$ cat src/rtl/core/igmp_hm_pkg.sv
package igmp_hm_pkg;

  // Event codes carried on the input tuser.
  localparam logic [2:0] OP_JOIN   = 3'd0;
  localparam logic [2:0] OP_LEAVE  = 3'd1;
  localparam logic [2:0] OP_TICK   = 3'd2;
  localparam logic [2:0] OP_REPORT = 3'd3;
  localparam logic [2:0] OP_QUERY  = 3'd4;

  // Membership states.
  localparam logic [1:0] ST_NONMEMBER = 2'd0;
  localparam logic [1:0] ST_DELAYING  = 2'd1;
  localparam logic [1:0] ST_IDLE      = 2'd2;

  // Message kinds carried on the output tuser.
  localparam logic [1:0] KIND_NONE   = 2'd0;
  localparam logic [1:0] KIND_REPORT = 2'd1;
  localparam logic [1:0] KIND_LEAVE  = 2'd2;

  // IGMP type bytes.
  localparam logic [7:0] TYPE_REPORT = 8'h16;
  localparam logic [7:0] TYPE_LEAVE  = 8'h17;

  // Configuration register indexes.
  localparam logic [1:0] CFG_UNSOL_TICKS = 2'd0;
  localparam logic [1:0] CFG_DEF_RESP    = 2'd1;
  localparam logic [1:0] CFG_ROUTERS     = 2'd2;

  // Configuration reset values.
  localparam logic [15:0] UNSOL_TICKS_RST = 16'd100;
  localparam logic [7:0]  DEF_RESP_RST    = 8'd100;
  localparam logic [31:0] ROUTERS_RST     = 32'hE000_0002;

  // Event queue between the front and back parts.
  localparam int QDEPTH  = 2;
  localparam int QPTR_W  = $clog2(QDEPTH);
  localparam int QCNT_W  = $clog2(QDEPTH + 1);

  // Stream widths.
  localparam int S_DATA_W = 40;
  localparam int S_USER_W = 3;
  localparam int M_DATA_W = 96;
  localparam int M_USER_W = 2;

  typedef struct packed {
    logic [15:0] unsol_ticks;
    logic [7:0]  def_resp;
    logic [31:0] routers;
  } igmp_hm_cfg_t;

  // A classified event as it waits in the queue.
  typedef struct packed {
    logic [2:0]  op;
    logic [31:0] group;
    logic        group_zero;
    logic [15:0] delay;
  } igmp_hm_item_t;

  // Ones' complement checksum of type byte, zero byte and group address.
  function automatic logic [15:0] msg_checksum(input logic [7:0] typ,
                                               input logic [31:0] grp);
    logic [17:0] sum;
    logic [16:0] fold1;
    logic [15:0] fold2;
    sum   = {2'b00, typ, 8'h00} + {2'b00, grp[31:16]} + {2'b00, grp[15:0]};
    fold1 = {1'b0, sum[15:0]} + {15'd0, sum[17:16]};
    fold2 = fold1[15:0] + {15'd0, fold1[16]};
    return ~fold2;
  endfunction

endpackage

$ cat src/rtl/core/igmp_hm_front.sv
module igmp_hm_front
  import igmp_hm_pkg::*;
(
  input  igmp_hm_cfg_t        cfg,
  input  logic                s_tvalid,
  output logic                s_tready,
  input  logic [S_DATA_W-1:0] s_tdata,
  input  logic [S_USER_W-1:0] s_tuser,
  output logic                push,
  output igmp_hm_item_t       push_item,
  input  logic                full
);

  logic [31:0] grp;
  logic [7:0]  mrt;

  assign grp = s_tdata[31:0];
  assign mrt = s_tdata[39:32];

  // Accept whenever the queue has room.
  assign s_tready = !full;
  assign push     = s_tvalid && !full;

  // Classify the event and resolve the timer load it would use.
  always_comb begin
    push_item.op         = s_tuser;
    push_item.group      = grp;
    push_item.group_zero = (grp == 32'd0);
    push_item.delay      = 16'd0;
    case (s_tuser)
      OP_JOIN:  push_item.delay = cfg.unsol_ticks;
      OP_QUERY: push_item.delay = (mrt == 8'd0) ? {8'd0, cfg.def_resp} : {8'd0, mrt};
      default:  push_item.delay = 16'd0;
    endcase
  end

endmodule

$ cat src/rtl/core/igmp_hm_queue.sv
module igmp_hm_queue
  import igmp_hm_pkg::*;
(
  input  logic          clk,
  input  logic          rst,
  input  logic          push,
  input  igmp_hm_item_t push_item,
  output logic          full,
  input  logic          pop,
  output igmp_hm_item_t pop_item,
  output logic          empty
);

  igmp_hm_item_t     mem [QDEPTH];
  logic [QPTR_W-1:0] wr_ptr;
  logic [QPTR_W-1:0] rd_ptr;
  logic [QCNT_W-1:0] count;

  assign full     = (count == QCNT_W'(QDEPTH));
  assign empty    = (count == '0);
  assign pop_item = mem[rd_ptr];

  // Storage write.
  always_ff @(posedge clk) begin
    if (push) begin
      mem[wr_ptr] <= push_item;
    end
  end

  // Pointers and fill count.
  always_ff @(posedge clk) begin
    if (rst) begin
      wr_ptr <= '0;
      rd_ptr <= '0;
      count  <= '0;
    end else begin
      if (push) begin
        wr_ptr <= wr_ptr + 1'b1;
      end
      if (pop) begin
        rd_ptr <= rd_ptr + 1'b1;
      end
      case ({push, pop})
        2'b10:   count <= count + 1'b1;
        2'b01:   count <= count - 1'b1;
        default: count <= count;
      endcase
    end
  end

endmodule

$ cat src/rtl/core/igmp_hm_back.sv
module igmp_hm_back
  import igmp_hm_pkg::*;
(
  input  logic                clk,
  input  logic                rst,
  input  igmp_hm_cfg_t        cfg,
  input  igmp_hm_item_t       item,
  input  logic                empty,
  output logic                pop,
  output logic                m_tvalid,
  input  logic                m_tready,
  output logic [M_DATA_W-1:0] m_tdata,
  output logic [M_USER_W-1:0] m_tuser
);

  logic [1:0]  membership;
  logic [31:0] joined_group;
  logic [15:0] countdown;

  logic [1:0]  membership_next;
  logic [31:0] joined_group_next;
  logic [15:0] countdown_next;
  logic [1:0]  kind;
  logic [7:0]  typ;
  logic [31:0] mgrp;
  logic [31:0] dest;
  logic [15:0] sum;

  // Take an event whenever the output register is free or being drained.
  assign pop = !empty && (!m_tvalid || m_tready);

  // Apply one event to the group entry.
  always_comb begin
    membership_next   = membership;
    joined_group_next = joined_group;
    countdown_next    = countdown;
    kind              = KIND_NONE;
    typ               = 8'd0;
    mgrp              = 32'd0;
    dest              = 32'd0;
    unique case (item.op)
      OP_JOIN: begin
        if (membership == ST_NONMEMBER) begin
          joined_group_next = item.group;
          membership_next   = ST_DELAYING;
          countdown_next    = item.delay;
          kind              = KIND_REPORT;
          typ               = TYPE_REPORT;
          mgrp              = item.group;
          dest              = item.group;
        end
      end
      OP_LEAVE: begin
        if (membership == ST_DELAYING || membership == ST_IDLE) begin
          membership_next = ST_NONMEMBER;
          countdown_next  = 16'd0;
          kind            = KIND_LEAVE;
          typ             = TYPE_LEAVE;
          mgrp            = joined_group;
          dest            = cfg.routers;
        end
      end
      OP_TICK: begin
        if (countdown != 16'd0) begin
          countdown_next = countdown - 16'd1;
          // Timer runs out on this tick while a report is pending.
          if (countdown == 16'd1 && membership == ST_DELAYING) begin
            membership_next = ST_IDLE;
            kind            = KIND_REPORT;
            typ             = TYPE_REPORT;
            mgrp            = joined_group;
            dest            = joined_group;
          end
        end
      end
      OP_REPORT: begin
        if (membership == ST_DELAYING && item.group == joined_group) begin
          membership_next = ST_IDLE;
          countdown_next  = 16'd0;
        end
      end
      OP_QUERY: begin
        if (membership == ST_IDLE && (item.group == joined_group || item.group_zero)) begin
          membership_next = ST_DELAYING;
          countdown_next  = item.delay;
        end
      end
      default: begin
      end
    endcase
    sum = (kind == KIND_NONE) ? 16'd0 : msg_checksum(typ, mgrp);
  end

  // Entry state.
  always_ff @(posedge clk) begin
    if (rst) begin
      membership   <= ST_NONMEMBER;
      joined_group <= 32'd0;
      countdown    <= 16'd0;
    end else if (pop) begin
      membership   <= membership_next;
      joined_group <= joined_group_next;
      countdown    <= countdown_next;
    end
  end

  // Output register valid flag.
  always_ff @(posedge clk) begin
    if (rst) begin
      m_tvalid <= 1'b0;
    end else if (pop) begin
      m_tvalid <= 1'b1;
    end else if (m_tready) begin
      m_tvalid <= 1'b0;
    end
  end

  // Output register payload.
  always_ff @(posedge clk) begin
    if (pop) begin
      m_tdata <= {6'd0, membership_next, sum, dest, mgrp, typ};
      m_tuser <= kind;
    end
  end

endmodule

$ cat src/rtl/core/igmp_host_membership_fsm.sv
// An accepted input transfer is written into the event queue; the entry update
// then takes it from the queue and loads its result into the output register.
// Throughput: one event per cycle while the result output is not stalled.
// The two-entry event queue lets input transfers continue while a result waits.
// Reset (synchronous, active high) empties the queue and output register, sets the
// entry to non-member with the timer idle, and restores the register defaults.
module igmp_host_membership_fsm
  import igmp_hm_pkg::*;
(
  input  logic                clk,
  input  logic                rst,
  // Configuration write channel.
  input  logic                cfg_valid,
  output logic                cfg_ready,
  input  logic [1:0]          cfg_index,
  input  logic [31:0]         cfg_data,
  // Event input stream.
  input  logic                s_tvalid,
  output logic                s_tready,
  input  logic [S_DATA_W-1:0] s_tdata,   // event_group[31:0], max_resp_time[39:32]
  input  logic [S_USER_W-1:0] s_tuser,   // op[2:0]
  // Result output stream.
  output logic                m_tvalid,
  input  logic                m_tready,
  output logic [M_DATA_W-1:0] m_tdata,   // msg_type[7:0], msg_group[39:8],
                                         // msg_dest[71:40], msg_sum[87:72],
                                         // member_state[89:88], zero[95:90]
  output logic [M_USER_W-1:0] m_tuser    // send_kind[1:0]
);

  igmp_hm_cfg_t  cfg;
  logic          push;
  igmp_hm_item_t push_item;
  logic          full;
  logic          pop;
  igmp_hm_item_t pop_item;
  logic          empty;

  // Configuration registers; writes are always taken.
  assign cfg_ready = 1'b1;

  always_ff @(posedge clk) begin
    if (rst) begin
      cfg.unsol_ticks <= UNSOL_TICKS_RST;
      cfg.def_resp    <= DEF_RESP_RST;
      cfg.routers     <= ROUTERS_RST;
    end else if (cfg_valid) begin
      case (cfg_index)
        CFG_UNSOL_TICKS: cfg.unsol_ticks <= cfg_data[15:0];
        CFG_DEF_RESP:    cfg.def_resp    <= cfg_data[7:0];
        CFG_ROUTERS:     cfg.routers     <= cfg_data;
        default:         cfg.routers     <= cfg.routers;
      endcase
    end
  end

  igmp_hm_front u_front (
    .cfg       (cfg),
    .s_tvalid  (s_tvalid),
    .s_tready  (s_tready),
    .s_tdata   (s_tdata),
    .s_tuser   (s_tuser),
    .push      (push),
    .push_item (push_item),
    .full      (full)
  );

  igmp_hm_queue u_queue (
    .clk       (clk),
    .rst       (rst),
    .push      (push),
    .push_item (push_item),
    .full      (full),
    .pop       (pop),
    .pop_item  (pop_item),
    .empty     (empty)
  );

  igmp_hm_back u_back (
    .clk      (clk),
    .rst      (rst),
    .cfg      (cfg),
    .item     (pop_item),
    .empty    (empty),
    .pop      (pop),
    .m_tvalid (m_tvalid),
    .m_tready (m_tready),
    .m_tdata  (m_tdata),
    .m_tuser  (m_tuser)
  );

endmodule

$ cat config.mk
export PLATFORM = sky130hd
export DESIGN_NAME = igmp_host_membership_fsm
export DESIGN_NICKNAME = d
export VERILOG_FILES = /design/src/rtl/core/igmp_hm_pkg.sv /design/src/rtl/core/igmp_hm_front.sv /design/src/rtl/core/igmp_hm_queue.sv /design/src/rtl/core/igmp_hm_back.sv /design/src/rtl/core/igmp_host_membership_fsm.sv
export SDC_FILE = /design/constraint.sdc
export NUM_CORES = 1
export LEC_CHECK = 0
export ABC_AREA = 1
export BUFFER_PORTS_ARGS = -buffer_cell sky130_fd_sc_hd__buf_2
export CAP_MARGIN = 20
export CORE_UTILIZATION = 59
export DETAILED_ROUTE_END_ITERATION = 6
export GPL_ROUTABILITY_DRIVEN = 0
export PLACE_DENSITY = 0.81
export SYNTH_ARGS = -nofsm -noshare
export SYNTH_HDL_FRONTEND = slang
export SYNTH_SLANG_ARGS = --single-unit
$ cat constraint.sdc
create_clock -name clk -period 8.98 [get_ports clk]
set_input_delay 1.347 -clock clk [delete_from_list [all_inputs] [get_ports clk]]
set_output_delay 1.347 -clock clk [all_outputs]
set_load 0.02 [all_outputs]
==> metrics.md, run 1 <==
| Metric | Value |
|---|---|
| FF-to-FF End | u_back.m_tdata[86] |
| Die span in x | between 150 and 200 um |
| Routed Antenna Nets | 0 |
| Crit path max fanout | 33 |
| Max Cap Violations | 0 |
| # rows | 57 |
| Drt total wl | 38,710 um |
| Crit path kind | flop to flop |
| Worst hold stages | 2 |
| Share of layout cells above drive strength 1 | 0.1574 |
| Clk slew on worst S/H paths | 60 ps |
| P_sw | between 2 and 2.5 mW |
| DP Wirelength | 27,700 um |
| Count of hold-fix buffers inserted at cts | 0 |
| I/O Buffers | ~170 |
| Die height | about 160 um |
| DR vias | 12,610 |
| Commonest non-fill, non-tap cell in the layout | nand2_1 |
| # IOs | around 180 |
| Yosys reg bits | 301 |
| Combinational Power Share | 0.397 |
| Primary FF master, synth | edfxtp_1 |
| Switching part of the total | 0.4065 |
| Worst slew pin tran | 1011 ps |
| Final Skew | 16.73 ps |
| Vias per inst | about 5.7 |
| Setup violators final | 0 |
| Headroom to the max-slew limit | 0.3257 |
| Peak Freq | 124.8 MHz |
| Drt pass-1 iters | 5 |
| Hold path start | cfg[48] |
| N_diodes | 0 |
| Skew-Pair Late Insertion Delay | ~570 ps |
| Initial Util | 0.6041 |
| Final #Nets | 1,967 |
| Leak pwr | about 7.2 nW |
| Async set or reset register ratio after synthesis | 0 |
| Worst EP arrival | about 8300 ps |
| Synth warn | 0 |
| # clock sinks | 301 |
| Pint | ~3.3 mW |
| HP Class | flop to flop |
| Worst reg-to-reg setup slack | slightly below 1000 ps |
| Crit path setup slack, layout | roughly 960 ps |
| Worst-case clock buffer depth | 3 |
| Total track usage | 0.3042 |
| # fillers | approximately 1,900 |
| DR DRC count | 0 |
| CP Data Required Time | slightly above 9000 ps |
| Synthesis-to-layout area growth | 14.30% |
| Most frequent cells in the layout | nand2_1 (348), inv_1 (222), edfxtp_1 (189) |
| Pre-CTS setup slack | a little under 700 ps |
| Syn Inst Count | 1,693 |
| Status | finished clean |
| Vias in the first global route | about 12,000 |
| RSZ-0062 raised after global routing | no |
| Part of the power in the clock network | 0.235 |
| Final worst-path cycle share | 0.8926 |
| Global-route wire length before repair | between 60,000 and 70,000 um |
| Slowest-stage cell, CP | dfxtp_2 |
| CTS tree | built |
| Largest net degree at the start of global routing | ~110 |
| Critical path endpoint category | flop |
| Critical Path Max Stage Delay | around 430 ps |
| Num CTS Buffers | 30 |
| Area of the core | between 20,000 and 25,000 um^2 |
| Setup TNS Final | 0 ps |
| Hold endpoint | cfg[48] |
| Pwr/cell area | between 300 and 400 nW/um^2 |
| Worst reg-to-reg path cell count | between 40 and 50 |
| Final Hold Viols | 0 |
| Maximum resistive drop on vdd | approximately 220 uV |
| Iteration-0 DRC Markers | approximately 1,200 |
| H-tree depth | 1 |
| Avg WL per Cell | about 18 um |
| GR Overflow Total | 0 |
| Synthesized area | 14,780 um^2 |
| Mean post-synth cell area | a little under 9 um^2 |
| Minimum clock period | ~8000 ps |
| Initial antenna violation count | 0 |
| Die area | approximately 26,000 um^2 |
| Cell variety after synth | 49 |
| Root Driver | clkbuf_16 |
| Crit path top cell by count | nor2_1 |
| Critical path startpoint category | flop |
| Post-synth EDFFs | between 150 and 200 |
| Sequential cell area fraction in the yosys report | 0.5358 |
| Register share of total power | 0.368 |
| Max Slew Vio Count | 0 |
## how the worst max path moves through the flow
stage	start	endpoint
5_1_grt	flop	u_back.m_tdata[86]
3_3_place_gp	flop	u_back.m_tdata[86]
4_1_cts	flop	u_back.m_tdata[86]
6_report	flop	u_back.m_tdata[86]
3_5_place_dp	flop	u_back.m_tdata[86]
2_1_floorplan	m_tready	u_back.joined_group[23]
## critical path, delay by kind of cell, from the launching register on
| kind | cells | cell delay, ps |
|---|---|---|
| AO/OA/AOI/OAI | 4 | 630 |
| XOR/XNOR | 2 | 320 |
| adder cells (fa/ha/maj) | 6 | 1590 |
| buffers and inverters | 7 | 1040 |
| flip-flops | 1 | 430 |
| AND/OR/NAND/NOR | 29 | 3720 |
## stage by stage
step / hold WS [ps] / util / power, mW / cells / area (um^2)
finish: 457.7 / 0.6905 / 5.597 / 2198 / 16890
global route: 476.4 / 0.6905 / 5.906 / 2198 / 16890
CTS: 456.1 / 0.6900 / 5.571 / 2198 / 16880
detailed placement: 446.6 / 0.6471 / 4.251 / 2142 / 15830
global placement: 437.5 / 0.6471 / 4.188 / 2142 / 15830
floorplan: 425.7 / - / 3.662 / 1702 / 14810
## kinds of logic after synthesis
logic type / synth area share
adder cells (fa/ha/maj): 0.03116
other: 0.0005082
AND/OR/NAND/NOR: 0.1926
multiplexers: 0.0006774
XOR/XNOR: 0.01304
buffers and inverters: 0.08611
AO/OA/AOI/OAI: 0.1401
flip-flops: 0.5358
## layer usage
| metal | track usage | up-vias | share of wire |
|---|---|---|---|
| li1 | - | 6016 | - |
| met4 | 0.1420 | 0 | 0.049 |
| met3 | 0.04104 | 131 | 0.082 |
| met5 | 0 | - | 0 |
| met1 | 0.3851 | 5819 | 0.39 |
| met2 | 0.5176 | 645 | 0.48 |
## sequential cells by signal, summed over array words and instances, names as in the netlist, named ones only
register / flops
u_queue.mem: 104
u_back.m_tdata: 84
cfg: 56
u_back.joined_group: 32
u_back.countdown: 16
u_back.membership: 2
u_queue.count: 2
u_back.m_tuser: 1
u_back.m_tvalid: 1
u_queue.rd_ptr: 1
u_queue.wr_ptr: 1
## power by group through the flow
stage	Clock (mW)	Sequential [mW]	Combinational (mW)
5_1_grt	1.38	2.09	2.44
3_3_place_gp	0	2.08	2.11
4_1_cts	1.32	2.06	2.19
6_report	1.31	2.06	2.22
2_1_floorplan	0	2.35	1.32
3_5_place_dp	0	2.08	2.17
## repair_timing
action | 4_1_cts | 5_1_grt
hold endpoints to repair | 0 | 0
resized for setup | 0 | 4
setup buffers | 0 | 0
endpoints found under the setup margin | 0 | 6
## cell usage after synthesis (4+ instances only)
library cell	number	area, um^2
inv_1	224	840.8
buf_2	7	35.03
xor2_1	15	131.4
nor2_1	127	476.7
buf_6	5	56.30
or2_1	10	62.56
ha_1	32	400.4
edfxtp_1	189	5675
a21oi_1	134	670.6
clkbuf_1	35	131.4
xnor2_1	7	61.31
o221ai_1	28	245.2
nand3b_1	4	30.03
nor4_1	9	56.30
nor3_1	19	95.09
o211ai_1	4	30.03
nand2_1	348	1306
nand2_2	6	37.54
o21ai_1	17	85.08
buf_4	18	135.1
o21ai_2	13	113.9
nand4_1	27	168.9
o31ai_1	4	30.03
o21ai_0	149	745.7
or2_2	7	43.79
nor2_2	6	37.54
o32ai_1	4	35.03
dfxtp_1	112	2242
inv_2	13	48.80
nand3_1	90	450.4
## area by class of cell
cell class                 instances  area (um^2)  area share
sequential                       301         7919      0.4689
multi-input combinational       1094         5657      0.3349
timing repair buffer             183        945.9     0.05600
inverter                         240        913.4     0.05408
clock buffer                      38        812.0     0.04808
tap                              324        405.4     0.02400
clock inverter                    18        237.7     0.01408
No activity file was read; power rests on OpenSTA's default activity.
==> inputs of run 2 (changes only) <==
--- a/config.mk
+++ b/config.mk
@@ -5,13 +5,13 @@
 export SDC_FILE = /design/constraint.sdc
 export NUM_CORES = 1
 export LEC_CHECK = 0
-export ABC_AREA = 1
+export ABC_AREA = 0
 export BUFFER_PORTS_ARGS = -buffer_cell sky130_fd_sc_hd__buf_2
 export CAP_MARGIN = 20
-export CORE_UTILIZATION = 59
+export CORE_UTILIZATION = 58
 export DETAILED_ROUTE_END_ITERATION = 6
 export GPL_ROUTABILITY_DRIVEN = 0
-export PLACE_DENSITY = 0.81
+export PLACE_DENSITY = 0.8
 export SYNTH_ARGS = -nofsm -noshare
 export SYNTH_HDL_FRONTEND = slang
 export SYNTH_SLANG_ARGS = --single-unit
==> run 2 against run 1 <==
Net effect:
- hold slack gained 1.4 ps
- synthesized cell count fell by 22%
- sequential power decreased by 3%
- non-clock buffer count increased by 4
- count of clock-buffer cells in the layout decreased by 3
- critical path depth down 17
- area after synthesis down 3.4%
- maximum frequency is 0.36% lower
==> metrics.md, run 2 <==
| Metric | Value |
|---|---|
| N_diodes | 0 (unchanged) |
| Part of the power in the clock network | 0.236 (about the same) |
| Mean post-synth cell area | 10.87 um^2 (+25%) |
| Vias in the first global route | 10,260 (-13%) |
| Cell variety after synth | 72 (+47%) |
| Pint | 3.166 mW (-4.7%) |
| Leak pwr | 6.433 nW (-10%) |
| H-tree depth | 1 (unchanged) |
| Vias per inst | 6.065 (+5.7%) |
| Synthesized area | 14,270 um^2 (-3.4%) |
| Most frequent cells in the layout | edfxtp_1 (189), buf_2 (170), nand2_1 (145) |
| HP Class | flop to flop |
| Max Used Layer | met4 |
| Worst reg-to-reg path cell count | 31 (-35%) |
| Die height | 158.9 um (-0.86%) |
| Synthesis-to-layout area growth | 14.09% |
| Final hold slack | 459.0 ps (+1.387 ps) |
| Global-route wire length before repair | 55,450 um (-9.9%) |
| Minimum clock period | 8044 ps (+29.24 ps) |
| Final Skew | 12.92 ps (-3.811 ps) |
| Final worst-path cycle share | 0.8958 (+0.003256) |
| I/O Buffers | 171 (unchanged) |
| Critical Path Max Stage Delay | 550 ps (+120 ps) |
| Hold endpoint | cfg[40] |
| Routed Antenna Nets | 0 (unchanged) |
| Avg WL per Cell | 19.81 um (+13%) |
| Synth Area in Compound Gates | 0.1529 (+0.01284) |
| Most frequent cell after synthesis | edfxtp_1 |
| Post-synthesis simple-gate area fraction | 0.1417 (-0.05097) |
| Maximum resistive drop on vdd | 211.9 uV (-4.7%) |
| Async set or reset register ratio after synthesis | 0 (unchanged) |
| Setup TNS Final | 0 ps (unchanged) |
| Primary FF master, synth | edfxtp_1 |
| Biggest regs | u_queue.mem x104, u_back.m_tdata x84, cfg x56 |
| Post-synth top cells | edfxtp_1 (189), nand2_1 (145), nor2_1 (130) |
| Worst EP arrival | 8360 ps (+20 ps) |
| Worst slew pin tran | 1098 ps (+86.32 ps) |
| Syn Inst Count | 1,313 (-22%) |
| Post-synth EDFFs | 189 (unchanged) |
| Worst-case clock buffer depth | 3 (unchanged) |
| Setup violators final | 0 (unchanged) |
| Largest net degree at the start of global routing | 109 (+1.9%) |
| Largest register FFs | 104 (unchanged) |
| DP Wirelength | 25,250 um (-8.8%) |
| Final Hold Viols | 0 (unchanged) |
| Drt total wl | 35,810 um (-7.5%) |
| Register share of total power | 0.393 (+0.025) |
| Met2 wire len | 16,550 um (-11%) |
| Initial antenna violation count | 0 (unchanged) |
| Met3 routed WL | 2968 um (-6.7%) |
| Critical path startpoint category | flop |
| Peak Freq | 124.3 MHz (-0.36%) |
| Headroom to the max-slew limit | 0.2655 (-0.06025) |
| DR DRC count | 0 (unchanged) |
| Synth warn | 0 (unchanged) |
| Sequential cell area fraction in the yosys report | 0.5547 (+0.01893) |
| Die area | 25,240 um^2 (-1.7%) |
| Post-Layout Inst Area | 16,280 um^2 (-3.6%) |
| Switching part of the total | 0.3768 (-0.02966) |
| Mux cell area share after synthesis | 0.04655 (+0.04587) |
| Post-Synth Adder-Cell Area | 0.03226 (+0.001101) |
| P_sw | 1.915 mW (-16%) |
| Root Driver | clkbuf_16 |
| Die span in x | 158.9 um (-0.86%) |
| Yosys reg bits | 301 (unchanged) |
| Worst reg-to-reg setup slack | 940 ps (-30 ps) |
| Initial Util | 0.5886 (-0.01546) |
| Max Cap Violations | 0 (unchanged) |
| Pwr/cell area | 312.0 nW/um^2 (-5.8%) |
| Total track usage | 0.2791 (-0.02508) |
| Combinational Power Share | 0.371 (-0.026) |
| Status | finished clean |
| Commonest non-fill, non-tap cell in the layout | edfxtp_1 |
| Area leader, netlist | edfxtp_1 |
| Share of layout cells above drive strength 1 | 0.1753 (+0.01790) |
| Final core utilization | 0.6715 (-0.01893) |
| Critical path endpoint category | flop |
| Post-placement cell area | 15,310 um^2 (-3.3%) |
| Iteration-0 DRC Markers | 1,158 (-1.0%) |
| Crit path max fanout | 24 (-27%) |
| Max Slew Vio Count | 0 (unchanged) |
| DR vias | 10,960 (-13%) |
| Crit path top cell by count | and3_1 |
| Synth top area cells | edfxtp_1 (40%), dfxtp_1 (16%), mux2i_1 (3.9%) |
| FF-to-FF End | u_back.m_tdata[87] |
| RSZ-0062 raised after global routing | no |
| Count of hold-fix buffers inserted at cts | 0 (unchanged) |
| # rows | 57 (unchanged) |
| Final #Nets | 1,577 (-20%) |
| Num CTS Buffers | 29 (-3.3%) |
| CP Data Required Time | 9290 ps (about the same) |
| # clock sinks | 301 (unchanged) |
| Slowest-stage cell, CP | fa_1 |
| CTS tree | built |
| Area of the core | 24,250 um^2 (-0.87%) |
| Crit path kind | flop to flop |
| Hold path start | cfg[40] |
| # IOs | 183 (unchanged) |
| Drt pass-1 iters | 5 (unchanged) |
| Worst hold stages | 2 (unchanged) |
| GR Overflow Total | 0 (unchanged) |
| Synth top area share | 0.3977 (+0.01357) |
| Post-Synth XOR/XNOR Area | 0.03796 (+0.02492) |
| Clk slew on worst S/H paths | 60 ps (about the same) |
| Largest family of logic cells by synthesized area | compound AO/OA/AOI/OAI gates |
| Met1 Wirelength | 14,840 um (-1.2%) |
| Skew-Pair Late Insertion Delay | 570 ps (about the same) |
| Register with the highest flop count | u_queue.mem |
==> run 2: cell types whose count changed in the layout (fill, tap and decap cells not counted), moves of 32 or more <==
cell | previous run | this run
a211oi_1 | 0 | 35
nand2_1 | 348 | 145
a221o_1 | 1 | 33
nand3_1 | 89 | 21
inv_1 | 222 | 20
a21o_1 | 2 | 43
xnor2_1 | 7 | 49
a21oi_1 | 133 | 99
o21ai_0 | 149 | 36
mux2i_1 | 1 | 55
==> run 2: cells by family (layout without fill, tap and decap cells) <==
kind of cell               count (synthesis)  in the layout
DFF                                      301            301
xor gates and xnor gates                  61             61
other                                      2             11
muxes                                     64             64
buffers and inverters                    102            263
AOI/OAI and AO/OA                        317            317
and+or+nand+nor                          431            431
adders and majority gates                 35             35
==> run 2: routing by layer <==
metal  up-vias  GRT usage
li1       5120          -
met1      5239     0.3833
met2       510     0.4508
met3        90    0.03605
met4         0     0.1110
met5         -          0
==> run 2: cell type report <==
type / count / area, um^2
timing repair buffer: 187 / 998.5
clock inverter: 19 / 190.2
clock buffer: 35 / 748.2
sequential: 301 / 7919
multi-input combinational: 919 / 5938
fill: 1831 / 7965
inverter: 22 / 83.83
tap: 324 / 405.4
==> run 2: worst max-delay path: cells and delay by family (launching register included) <==
kind / cells / cell delay, ps
AO/OA/AOI/OAI: 9 / 1950
XOR/XNOR: 1 / 140
adder cells (fa/ha/maj): 5 / 1550
buffers and inverters: 3 / 890
flip-flops: 1 / 310
multiplexers: 2 / 610
AND/OR/NAND/NOR: 11 / 2330
==> run 2: how the worst max path moves through the flow <==
stage	slack, ps	end	depth (start not counted)
2_1_floorplan	1510	u_back.m_tdata[87]	34
3_3_place_gp	980	u_back.m_tdata[87]	31
3_5_place_dp	700	u_back.m_tdata[87]	31
4_1_cts	680	u_back.m_tdata[87]	31
5_1_grt	250	u_back.m_tdata[86]	32
6_report	940	u_back.m_tdata[87]	31
==> run 2: timing repair <==
| action | CTS | global route |
|---|---|---|
| setup endpoints to repair | 0 | 6 |
| resized for setup | 0 | 1 |
| setup buffers | 0 | 0 |
==> run 2: power groups by stage <==
stage          Clock, mW  Sequential (mW)  Combinational, mW
2_1_floorplan          0             2.23               1.12
3_3_place_gp           0             2.01               1.82
3_5_place_dp           0             2.02               1.85
4_1_cts             1.21             2.00               1.86
5_1_grt             1.26             2.02               2.03
6_report            1.20             1.99               1.89
==> run 2: metrics by stage <==
step,total power [mW],worst slack (ps),std cells
after floorplan,3.351,1509,1322
after global placement,3.832,977.3,1751
after detailed placement,3.870,700.3,1751
after CTS,5.072,678.1,1805
after global routing,5.312,245.1,1807
final,5.081,935.6,1807
